**src/rtl/sha256_pkg.sv**
```systemverilog
// Shared types, constants and tables of the SHA-256 engine.
`default_nettype none
package sha256_pkg;

  typedef enum logic [1:0] {
    OP_APPEND = 2'd0,
    OP_FINISH = 2'd1,
    OP_FLUSH  = 2'd2
  } opcode_t;

  typedef enum logic [2:0] {
    S_IDLE,
    S_PAD,
    S_INIT,
    S_ROUND,
    S_ADD,
    S_OUT
  } state_t;

  typedef enum logic [1:0] {
    SEL_MSG,
    SEL_P80,
    SEL_ZERO,
    SEL_LEN
  } byte_sel_t;

  localparam logic [7:0] PAD_MARK = 8'h80;
  localparam logic [5:0] LAST_FILL = 6'd63;
  localparam logic [5:0] PRE_LEN_FILL = 6'd55;

  typedef struct packed {
    logic        push;
    byte_sel_t   sel;
    logic        cnt_inc;
    logic        load;
    logic        round;
    logic [5:0]  rnd;
    logic        add;
    logic        restart;
    logic [2:0]  idx;
  } ctl_cmd_t;

  typedef struct packed {
    logic [5:0] fill;
  } dp_status_t;

  function automatic logic [31:0] init_hash(input logic [2:0] i);
    case (i)
      3'd0: init_hash = 32'h6a09e667;
      3'd1: init_hash = 32'hbb67ae85;
      3'd2: init_hash = 32'h3c6ef372;
      3'd3: init_hash = 32'ha54ff53a;
      3'd4: init_hash = 32'h510e527f;
      3'd5: init_hash = 32'h9b05688c;
      3'd6: init_hash = 32'h1f83d9ab;
      default: init_hash = 32'h5be0cd19;
    endcase
  endfunction

  function automatic logic [31:0] round_k(input logic [5:0] t);
    case (t)
      6'd0: round_k = 32'h428a2f98;  6'd1: round_k = 32'h71374491;
      6'd2: round_k = 32'hb5c0fbcf;  6'd3: round_k = 32'he9b5dba5;
      6'd4: round_k = 32'h3956c25b;  6'd5: round_k = 32'h59f111f1;
      6'd6: round_k = 32'h923f82a4;  6'd7: round_k = 32'hab1c5ed5;
      6'd8: round_k = 32'hd807aa98;  6'd9: round_k = 32'h12835b01;
      6'd10: round_k = 32'h243185be; 6'd11: round_k = 32'h550c7dc3;
      6'd12: round_k = 32'h72be5d74; 6'd13: round_k = 32'h80deb1fe;
      6'd14: round_k = 32'h9bdc06a7; 6'd15: round_k = 32'hc19bf174;
      6'd16: round_k = 32'he49b69c1; 6'd17: round_k = 32'hefbe4786;
      6'd18: round_k = 32'h0fc19dc6; 6'd19: round_k = 32'h240ca1cc;
      6'd20: round_k = 32'h2de92c6f; 6'd21: round_k = 32'h4a7484aa;
      6'd22: round_k = 32'h5cb0a9dc; 6'd23: round_k = 32'h76f988da;
      6'd24: round_k = 32'h983e5152; 6'd25: round_k = 32'ha831c66d;
      6'd26: round_k = 32'hb00327c8; 6'd27: round_k = 32'hbf597fc7;
      6'd28: round_k = 32'hc6e00bf3; 6'd29: round_k = 32'hd5a79147;
      6'd30: round_k = 32'h06ca6351; 6'd31: round_k = 32'h14292967;
      6'd32: round_k = 32'h27b70a85; 6'd33: round_k = 32'h2e1b2138;
      6'd34: round_k = 32'h4d2c6dfc; 6'd35: round_k = 32'h53380d13;
      6'd36: round_k = 32'h650a7354; 6'd37: round_k = 32'h766a0abb;
      6'd38: round_k = 32'h81c2c92e; 6'd39: round_k = 32'h92722c85;
      6'd40: round_k = 32'ha2bfe8a1; 6'd41: round_k = 32'ha81a664b;
      6'd42: round_k = 32'hc24b8b70; 6'd43: round_k = 32'hc76c51a3;
      6'd44: round_k = 32'hd192e819; 6'd45: round_k = 32'hd6990624;
      6'd46: round_k = 32'hf40e3585; 6'd47: round_k = 32'h106aa070;
      6'd48: round_k = 32'h19a4c116; 6'd49: round_k = 32'h1e376c08;
      6'd50: round_k = 32'h2748774c; 6'd51: round_k = 32'h34b0bcb5;
      6'd52: round_k = 32'h391c0cb3; 6'd53: round_k = 32'h4ed8aa4a;
      6'd54: round_k = 32'h5b9cca4f; 6'd55: round_k = 32'h682e6ff3;
      6'd56: round_k = 32'h748f82ee; 6'd57: round_k = 32'h78a5636f;
      6'd58: round_k = 32'h84c87814; 6'd59: round_k = 32'h8cc70208;
      6'd60: round_k = 32'h90befffa; 6'd61: round_k = 32'ha4506ceb;
      6'd62: round_k = 32'hbef9a3f7; default: round_k = 32'hc67178f2;
    endcase
  endfunction

endpackage
`default_nettype wire

```
**src/rtl/sha256_ctrl.sv**
```systemverilog
// Control state machine of the SHA-256 engine: input, padding, rounds, output.
`default_nettype none
module sha256_ctrl (
  input  wire logic                   clk,
  input  wire logic                   rst_n,
  input  wire logic                   in_tvalid,
  output logic                        in_tready,
  input  wire logic [1:0]             opcode,
  output logic                        out_tvalid,
  input  wire logic                   out_tready,
  input  wire sha256_pkg::dp_status_t stat,
  output sha256_pkg::ctl_cmd_t        cmd
);
  import sha256_pkg::*;

  state_t     state_r, state_nxt;
  logic [5:0] rnd_r, rnd_nxt;
  logic [2:0] idx_r, idx_nxt;
  logic       fin_r, fin_nxt;
  logic       p80_r, p80_nxt;
  logic       lenph_r, lenph_nxt;
  logic       done_r, done_nxt;

  always_ff @(posedge clk) begin
    if (!rst_n) begin
      state_r <= S_IDLE;
      rnd_r   <= '0;
      idx_r   <= '0;
      fin_r   <= 1'b0;
      p80_r   <= 1'b0;
      lenph_r <= 1'b0;
      done_r  <= 1'b0;
    end else begin
      state_r <= state_nxt;
      rnd_r   <= rnd_nxt;
      idx_r   <= idx_nxt;
      fin_r   <= fin_nxt;
      p80_r   <= p80_nxt;
      lenph_r <= lenph_nxt;
      done_r  <= done_nxt;
    end
  end

  always_comb begin
    state_nxt  = state_r;
    rnd_nxt    = rnd_r;
    idx_nxt    = idx_r;
    fin_nxt    = fin_r;
    p80_nxt    = p80_r;
    lenph_nxt  = lenph_r;
    done_nxt   = done_r;
    in_tready  = 1'b0;
    out_tvalid = 1'b0;
    cmd        = '0;
    cmd.sel    = SEL_MSG;
    cmd.rnd    = rnd_r;
    cmd.idx    = idx_r;
    case (state_r)
      S_IDLE: begin
        in_tready = 1'b1;
        if (in_tvalid) begin
          case (opcode)
            OP_APPEND, OP_FINISH: begin
              cmd.push    = 1'b1;
              cmd.cnt_inc = 1'b1;
              fin_nxt     = (opcode == OP_FINISH);
              if (stat.fill == LAST_FILL) begin
                state_nxt = S_INIT;
              end else if (opcode == OP_FINISH) begin
                state_nxt = S_PAD;
              end
            end
            OP_FLUSH: begin
              fin_nxt   = 1'b1;
              state_nxt = S_PAD;
            end
            default: ;
          endcase
        end
      end
      S_PAD: begin
        // One padding byte per cycle: the marker, zeros, then the bit length.
        cmd.push = 1'b1;
        if (!p80_r) begin
          cmd.sel = SEL_P80;
          p80_nxt = 1'b1;
          if (stat.fill == PRE_LEN_FILL) lenph_nxt = 1'b1;
        end else if (lenph_r) begin
          cmd.sel = SEL_LEN;
          if (stat.fill == LAST_FILL) done_nxt = 1'b1;
        end else begin
          cmd.sel = SEL_ZERO;
          if (stat.fill == PRE_LEN_FILL) lenph_nxt = 1'b1;
        end
        if (stat.fill == LAST_FILL) state_nxt = S_INIT;
      end
      S_INIT: begin
        cmd.load  = 1'b1;
        rnd_nxt   = '0;
        state_nxt = S_ROUND;
      end
      S_ROUND: begin
        cmd.round = 1'b1;
        rnd_nxt   = rnd_r + 6'd1;
        if (rnd_r == LAST_FILL) state_nxt = S_ADD;
      end
      S_ADD: begin
        cmd.add = 1'b1;
        if (done_r) begin
          idx_nxt   = '0;
          state_nxt = S_OUT;
        end else if (fin_r) begin
          state_nxt = S_PAD;
        end else begin
          state_nxt = S_IDLE;
        end
      end
      S_OUT: begin
        out_tvalid = 1'b1;
        if (out_tready) begin
          idx_nxt = idx_r + 3'd1;
          if (idx_r == 3'd7) begin
            cmd.restart = 1'b1;
            fin_nxt     = 1'b0;
            p80_nxt     = 1'b0;
            lenph_nxt   = 1'b0;
            done_nxt    = 1'b0;
            state_nxt   = S_IDLE;
          end
        end
      end
      default: state_nxt = S_IDLE;
    endcase
  end
endmodule
`default_nettype wire

```
**src/rtl/sha256_dp.sv**
```systemverilog
// Datapath of the SHA-256 engine: block shift register, schedule, rounds, hash.
`default_nettype none
module sha256_dp (
  input  wire logic                 clk,
  input  wire logic                 rst_n,
  input  wire logic [7:0]           msg_byte,
  input  wire sha256_pkg::ctl_cmd_t cmd,
  output sha256_pkg::dp_status_t    stat,
  output logic [31:0]               digest_word
);
  import sha256_pkg::*;

  // The block buffer doubles as the message schedule window: word 0 is the
  // oldest, the top 32 bits.
  logic [511:0] blk_r;
  logic [31:0]  hash_r [8];
  logic [31:0]  wk_r   [8];
  logic [63:0]  cnt_r;
  logic [5:0]   fill_r;

  logic [63:0] bits;
  logic [7:0]  len_byte, push_byte;
  logic [31:0] w0, w1, w9, w14, w_new, s0w, s1w;
  logic [31:0] bs0, bs1, ch, maj, t1, t2;

  assign bits     = {cnt_r[60:0], 3'b000};
  assign len_byte = 8'(bits >> {~fill_r[2:0], 3'b000});

  always_comb begin
    case (cmd.sel)
      SEL_MSG:  push_byte = msg_byte;
      SEL_P80:  push_byte = PAD_MARK;
      SEL_LEN:  push_byte = len_byte;
      default:  push_byte = 8'h00;
    endcase
  end

  assign w0  = blk_r[511:480];
  assign w1  = blk_r[479:448];
  assign w9  = blk_r[223:192];
  assign w14 = blk_r[63:32];
  assign s0w = {w1[6:0], w1[31:7]} ^ {w1[17:0], w1[31:18]} ^ (w1 >> 3);
  assign s1w = {w14[16:0], w14[31:17]} ^ {w14[18:0], w14[31:19]} ^ (w14 >> 10);
  assign w_new = s1w + w9 + s0w + w0;

  assign bs1 = {wk_r[4][5:0], wk_r[4][31:6]} ^ {wk_r[4][10:0], wk_r[4][31:11]}
             ^ {wk_r[4][24:0], wk_r[4][31:25]};
  assign ch  = (wk_r[4] & wk_r[5]) ^ (~wk_r[4] & wk_r[6]);
  assign t1  = wk_r[7] + bs1 + ch + round_k(cmd.rnd) + w0;
  assign bs0 = {wk_r[0][1:0], wk_r[0][31:2]} ^ {wk_r[0][12:0], wk_r[0][31:13]}
             ^ {wk_r[0][21:0], wk_r[0][31:22]};
  assign maj = (wk_r[0] & wk_r[1]) ^ (wk_r[0] & wk_r[2]) ^ (wk_r[1] & wk_r[2]);
  assign t2  = bs0 + maj;

  always_ff @(posedge clk) begin
    if (!rst_n) begin
      cnt_r  <= '0;
      fill_r <= '0;
      for (int i = 0; i < 8; i++) hash_r[i] <= init_hash(3'(i));
    end else begin
      if (cmd.push) fill_r <= fill_r + 6'd1;
      if (cmd.cnt_inc) cnt_r <= cnt_r + 64'd1;
      if (cmd.add) begin
        for (int i = 0; i < 8; i++) hash_r[i] <= hash_r[i] + wk_r[i];
      end
      if (cmd.restart) begin
        cnt_r <= '0;
        for (int i = 0; i < 8; i++) hash_r[i] <= init_hash(3'(i));
      end
    end
  end

  always_ff @(posedge clk) begin
    if (cmd.push) begin
      blk_r <= {blk_r[503:0], push_byte};
    end else if (cmd.round) begin
      blk_r <= {blk_r[479:0], w_new};
    end
    if (cmd.load) begin
      for (int i = 0; i < 8; i++) wk_r[i] <= hash_r[i];
    end else if (cmd.round) begin
      wk_r[7] <= wk_r[6];
      wk_r[6] <= wk_r[5];
      wk_r[5] <= wk_r[4];
      wk_r[4] <= wk_r[3] + t1;
      wk_r[3] <= wk_r[2];
      wk_r[2] <= wk_r[1];
      wk_r[1] <= wk_r[0];
      wk_r[0] <= t1 + t2;
    end
  end

  assign stat.fill   = fill_r;
  assign digest_word = hash_r[cmd.idx];
endmodule
`default_nettype wire

```
**src/rtl/sha256_hash_engine_top.sv**
```systemverilog
// SHA-256 engine: one input beat per byte, eight output beats per digest.
// A full block adds a load, 64 rounds on one shared round unit and a hash update.
// Finishing pads one byte per cycle between blocks (9 to 72 bytes, one or two
// blocks), then gives one digest word per cycle while out_tready is high.
// rst_n is synchronous and active low; reset loads the initial hash values
// and clears the byte count and fill level.
`default_nettype none
module sha256_hash_engine_top (
  input  wire logic        clk,
  input  wire logic        rst_n,
  input  wire logic        in_tvalid,
  output logic             in_tready,
  input  wire logic [7:0]  in_tdata,   // [7:0] message_byte
  input  wire logic [1:0]  in_tuser,   // [1:0] opcode
  output logic             out_tvalid,
  input  wire logic        out_tready,
  output logic [31:0]      out_tdata,  // [31:0] digest_word
  output logic [2:0]       out_tuser,  // [2:0] word_index
  output logic             out_tlast
);
  import sha256_pkg::*;

  ctl_cmd_t   cmd;
  dp_status_t stat;

  sha256_ctrl u_ctrl (
    .clk        (clk),
    .rst_n      (rst_n),
    .in_tvalid  (in_tvalid),
    .in_tready  (in_tready),
    .opcode     (in_tuser),
    .out_tvalid (out_tvalid),
    .out_tready (out_tready),
    .stat       (stat),
    .cmd        (cmd)
  );

  sha256_dp u_dp (
    .clk         (clk),
    .rst_n       (rst_n),
    .msg_byte    (in_tdata),
    .cmd         (cmd),
    .stat        (stat),
    .digest_word (out_tdata)
  );

  assign out_tuser = cmd.idx;
  assign out_tlast = (cmd.idx == 3'd7);
endmodule
`default_nettype wire

```
**config.mk**
```make
export PLATFORM = sky130hd
export DESIGN_NAME = sha256_hash_engine_top
export DESIGN_NICKNAME = d
export VERILOG_FILES = /design/src/rtl/sha256_pkg.sv /design/src/rtl/sha256_ctrl.sv /design/src/rtl/sha256_dp.sv /design/src/rtl/sha256_hash_engine_top.sv
export SDC_FILE = /design/constraint.sdc
export NUM_CORES = 2
export LEC_CHECK = 0
export BUFFER_PORTS_ARGS = -buffer_cell sky130_fd_sc_hd__buf_2
export CAP_MARGIN = 10
export CORE_MARGIN = 2
export CORE_UTILIZATION = 30
export CTS_BUF_LIST = sky130_fd_sc_hd__clkbuf_8 sky130_fd_sc_hd__clkbuf_16
export CTS_CLUSTER_DIAMETER = 200
export DETAILED_ROUTE_END_ITERATION = 7
export GPL_ROUTABILITY_DRIVEN = 0
export GPL_TIMING_DRIVEN = 0
export PLACE_DENSITY = 0.52
export SETUP_SLACK_MARGIN = 0.15
export SYNTH_ARGS = -nofsm -noshare
export SYNTH_HDL_FRONTEND = slang
export SYNTH_SLANG_ARGS = --single-unit
```
**constraint.sdc**
```tcl
create_clock -name clk -period 15.9 [get_ports clk]
set_clock_uncertainty 0.2 [all_clocks]
set_input_delay 0.795 -clock clk [delete_from_list [all_inputs] [get_ports clk]]
set_output_delay 0.795 -clock clk [all_outputs]
set_load 0.02 [all_outputs]
```
* Word level (Yosys, flattened, before mapping)
Memory sizes are Yosys's and may differ from the RTL's. A register that Yosys moved wholly into a read port is not among the register bits. Cells that the tools add are included.
Operators by class: reduce and logical (&&, ||, !) cells 16, muxes and demuxes 112, add/subtract/negate cells 22, equality and inequality tests 24, shift operators 1, bitwise logic cells 43
Operator list (number):
- $mux W32 | 48
- $mux W512 | 2
- $add A32 B32 Y32 | 18
- $xor A32 B32 Y32 | 9
- $and A32 B32 Y32 | 5
- $add A64 B1 Y64 const B | 1
- $shr A64 B6 Y8 | 1
- $mux W3 | 12
- $mux W1 | 35
- $not A32 Y32 | 1
- $xor A32 B22 Y32 | 1
- $xor A32 B29 Y32 | 1
- $or A1 B1 Y1 | 24
- $pmux W8 S3 | 1
- $eq A6 B6 Y1 const B | 3
- $pmux W3 S6 | 1
- $add A6 B1 Y6 const B | 2
- $mux W6 | 2
- $pmux W1 S2 | 6
- $pmux W3 S2 | 2
- $pmux W6 S2 | 1
- $ne A2 B1 Y1 const B | 5
- $reduce_bool A2 Y1 | 5
- $eq A3 B3 Y1 const B | 3
- other kinds (20) | 29
Word-level totals: flip-flop bits (word level) 598, logic and storage cells 231, output and inout port bits 38, bits in read-only memories 2048, RAM bits 512, memories kept 3
Memories:
- (name not given) | depth 64, bits a word 32, read ports 1, clocked after memory_dff 1, wr ports 0, RTL line sha256_pkg.sv:61 | case (t)
- u_dp.hash_r | depth 8, bits a word 32, read ports 9, clocked after memory_dff 1, wr ports 8, RTL line sha256_dp.sv:16 | logic [31:0] hash_r [8];
- u_dp.wk_r | depth 8, bits a word 32, read ports 8, clocked after memory_dff 0, wr ports 8, RTL line sha256_dp.sv:17 | logic [31:0] wk_r [8];

* Longest topological paths before layout
An unclocked memory read counts as a cell.
depth after elaboration 9, depth in mapped cells 34, mapped depth without buffers 33

* Cells and area by module
A second synthesis with hierarchy kept.
Unflattened totals: cell total of the unflattened synthesis 7300, area, all modules 74994.4 um2
Modules (own cells, without submodules):
- sha256_dp | sequential area each 30809.5 um2, cells an instance 7171, area each 73981.0 um2, times used 1
- sha256_ctrl | sequential area each 320.3 um2, cells an instance 128, area each 1007.2 um2, times used 1
- sha256_hash_engine_top | sequential area each 0.0 um2, cells an instance 1, area each 6.3 um2, times used 1

* Worst setup path before layout
OpenSTA, ideal clock, no wires.
path type input to register, from input in_tuser[0], to register u_dp.blk_r[0], enable pin, slack 1637 ps, stages on the path 8, library setup time 3635 ps, data required time 12065 ps, arrival time 10428 ps, path buffers 3, path through inv_1 ha_1 o211a_1 buf_4 nor2_1 clkbuf_1 clkbuf_1 nand2_1
On the way: cells in the longest elaborated chain, start to end 6, elaborated cells on any way between the ends 7, classes of those cells eq/ne (1); mux (3); reduce/logical (3)
Ends and longest elaborated chain:
- start, declared | RTL line sha256_hash_engine_top.sv:14 | input wire logic [1:0] in_tuser,
- $eq A2 B1 Y1 or $logic_not A2 Y1 (tied branches) | RTL line sha256_ctrl.sv:62 | case (opcode)
- $reduce_or A2 Y1 (*) | RTL line sha256_ctrl.sv:62
- $mux W1 (*) | RTL line sha256_ctrl.sv:62
- $mux W1 (*) | RTL line sha256_ctrl.sv:61 | if (in_tvalid) begin
- $pmux W1 S2 (*) | RTL line sha256_ctrl.sv:58 | case (state_r)
- $reduce_bool A2 Y1 (no source line) (*)
- end signal, assigned | RTL line sha256_dp.sv:75 | blk_r <= {blk_r[503:0], push_byte};
- end signal, assigned | RTL line sha256_dp.sv:77 | blk_r <= {blk_r[479:0], w_new};
- end, declared | RTL line sha256_dp.sv:15 | logic [511:0] blk_r;
Mark *: on every way between the ends. The rest lies on a longest branch, timed or not. A chain may end at the register's enable or synchronous reset.

==> results.yml <==
setup_path:
  path_buf_inv: 5
  reg2reg_from: "u_dp.wk_r[4][9]$_DFFE_PP_"
  rr_worst_depth: 32
  cp_slowest_stage_delay_ns: 1.05
  crit_start: "u_dp.wk_r[4][9]$_DFFE_PP_"
  setup.worst_path.class: "flip-flop to flip-flop"
  cp-start-kind: "flip-flop"
  slowest_stage: "a2111oi_0"
  crit_required_ns: 16.19
  worst-r2r-setup-slack_ns: 5.75
  crit_end: "u_dp.wk_r[0][30]$_DFFE_PP_"
  cp.arrival_ns: 10.45
  path_max_fanout: 6
  r2r_end: "u_dp.wk_r[0][30]$_DFFE_PP_"
  endpoint_kind: "flip-flop"
  crit_cells: 32
  critPathTopFamily: "compound AO/OA/AOI/OAI gates"
yosys:
  ys_seq_elements: 1142
  synth_area_um2: 75900
  ys_top_cells_by_area: "edfxtp_1, nand2_1, ha_1"
  async_flop_share_pct: 0
  synth-main-ff-cell: "edfxtp_1"
  synthCells: 7975
  synth-edff-count: 896
  yosysUniqueCellTypes: 87
  yosys_warnings: 0
  avgSynthCellArea_um2: 9.51
  ys_top_cells_by_count: "nand2_1, edfxtp_1, o21ai_0, a21oi_1, ha_1"
  syn_nets: 8581
  synth_area_leader_cell: "edfxtp_1"
  synth_most_common_cell: "nand2_1"
  synth_top_area_share_pct: 35.5
  seq_area_frac_synth_pct: 41.9
sta:
  finalSetupViolations: 0
  hold_slack_ns: 0.212
  drv_slew: 0
  fin_crit_sh_pct: 63.9
  max_slew_margin_pct: 3.12
  rsz0062_at_grt: "no"
  finalHoldViolCount: 0
  fin_crit_ns: 10.15
  worst_pin_slew_ns: 1.44
  fmax_ghz: 0.0985
floorplanning:
  start_util_pct: 30.2
  std_cell_rows: 184
  fp.dieArea_um2: 257000
  core_um2: 251000
  fp.dieH_um: 507
  die_x_um: 507
  io_pins: 52
detailed_routing:
  wl_met1_um: 122000
  first_iter_violations: 8036
  wl_per_cell_um: 24.0
  wl_um: 279000
  drc_errors: 211
  via_count: 62800
  drt-pass1-iter-count: 8
  highest_layer: "met5"
  wl_met3_um: 27900
  ant_nets: 0
  met2_length_um: 117000
  detail_route.vias_per_cell: 5.40
cts:
  clock-root-buffer: "clkbuf_16"
  clock_path_buffers: 3
  h-tree-depth: 4
  tritoncts: "built"
  clkLatencyLatePin_ns: 0.82
  ctsHoldBuffers: 0
  ctsResizeCount: 0
  cts_num_sinks: 1142
  postCtsSetupRepairBufs: 0
  cts_buffers: 134
  clk_pin_slew_ns: 0.07
layout:
  drive_above_1_share_pct: 7.73
  area_growth_pct: 12.2
  final.fill_count: 25700
  final_nets: 8791
global_route:
  grt_antenna_before_repair: 24
  overflow: 0
  grt_max_degree: 98
  grt_usage_pct: 21.0
  grt_pass1_vias: 59700
  grt_pass1_wl_um: 404000
place:
  numPortBuffers: 50
  place_hpwl_um: 216000
hold_path:
  hold_class: "input pin to flip-flop"
run:
  cap_violations: 0
status:
  violations: "design-rule violations"
  outcome: "finished with violations"
==> final cells by class <==
class	instances	area [um2]	share of cell area, %
Antenna cell	5	12.5	0.0147
Buffer	424	1620	1.91
Clock buffer	144	3560	4.18
Clock inverter	98	704	0.828
Inverter	390	1480	1.73
Multi-Input combinational cell	6019	41000	48.1
Sequential cell	1142	31800	37.4
Tap cell	3348	4190	4.92
Timing Repair Buffer	74	752	0.883
==> worst min-delay path by stage <==
stage,startpoint,to,slack (ns),cells after the start
finish,in_tdata[2],u_dp.blk_r[2]$_DFFE_PP_,0.21,3
global route,in_tdata[1],u_dp.blk_r[1]$_DFFE_PP_,0.23,3
CTS,in_tdata[2],u_dp.blk_r[2]$_DFFE_PP_,0.15,3
detailed placement,u_dp.hash_r[7][5]$_SDFFE_PP0P_,u_dp.hash_r[7][5]$_SDFFE_PP0P_,0.29,2
global placement,u_ctrl.fin_r$_SDFFE_PN0P_,u_ctrl.fin_r$_SDFFE_PN0P_,0.27,2
floorplan,u_ctrl.fin_r$_SDFFE_PN0P_,u_ctrl.fin_r$_SDFFE_PN0P_,0.25,2
==> layout by cell type, fill, tap and decap left out, types with 16 or more instances in the layout <==
cell	n
or3_1	49
inv_1	417
o21bai_1	39
a31oi_1	51
and3_1	41
nand3_1	118
o22ai_1	27
o31ai_1	23
o21ai_0	431
nor3_1	77
nor2_1	369
mux2_2	230
a211oi_1	56
fa_1	195
dfxtp_1	246
clkbuf_16	140
o211ai_1	67
a21oi_1	426
a21boi_0	16
clkbuf_1	389
a221oi_1	18
edfxtp_1	896
mux4_2	77
or2_2	19
clkinv_1	24
and2_1	25
nand4_1	38
buf_1	17
xor2_1	255
xnor2_1	350
mux2i_1	48
nand2b_1	51
buf_2	61
nand2_1	1983
nor2b_1	44
ha_1	397
a21o_1	208
o21a_1	50
clkinv_2	22
==> through the flow <==
step,instances,TNS [ns],util (%),worst slack [ns],cell area (um2)
detailed placement,11400,0,32.1,6.03,80800
CTS,11600,0,33.8,5.94,85100
global placement,11400,-3192.45,31.9,-6.30,80300
global route,11600,0,33.9,5.35,85100
finish,11600,0,33.9,5.75,85100
floorplan,7975,0,-,1.64,75900
==> sequential cells by signal, indices dropped and copies added (netlist names), named ones only <==
signal	flops
u_dp.wk_r	256
u_dp.blk_r	512
u_ctrl.lenph_r	1
u_ctrl.state_r	3
u_ctrl.p80_r	1
u_dp.cnt_r	61
u_ctrl.idx_r	3
u_dp.hash_r	256
u_ctrl.rnd_r	6
u_ctrl.done_r	1
u_dp.stat	6
u_ctrl.fin_r	1
==> cell families (layout without fill, tap and decap cells) <==
kind of cell               count (synthesis)  count (layout)  synth area share [%]
muxes                                    355             355                  6.33
and+or+nand+nor                         2875            2875                  15.8
buffers and inverters                    814            1130                  4.06
DFF                                     1142            1142                  41.9
xor gates and xnor gates                 605             605                  6.98
other                                      0               5                     0
adders and majority gates                595             595                  11.7
AOI/OAI and AO/OA                       1589            1589                  13.2
==> metal layers <==
| layer | vias to the layer above | track usage, % |
|---|---|---|
| met5 | - | 0.167 |
| met4 | 12 | 7.72 |
| met3 | 677 | 4.99 |
| met2 | 3163 | 31.1 |
| met1 | 30700 | 29.7 |
| li1 | 28300 | - |
==> worst register-to-register path, delay by kind of cell, from the launching register on <==
family / cells / cell delay [ns]
flops: 1 / 0.38
compound gates: 16 / 4.16
xor+xnor: 3 / 1.13
fa+ha+maj: 6 / 2.75
buf+inv: 5 / 0.94
simple gates: 2 / 0.27
Power is left out: the tool's default activity adds up to more than one toggle a clock period on the data nets, which glitch-free logic cannot reach.
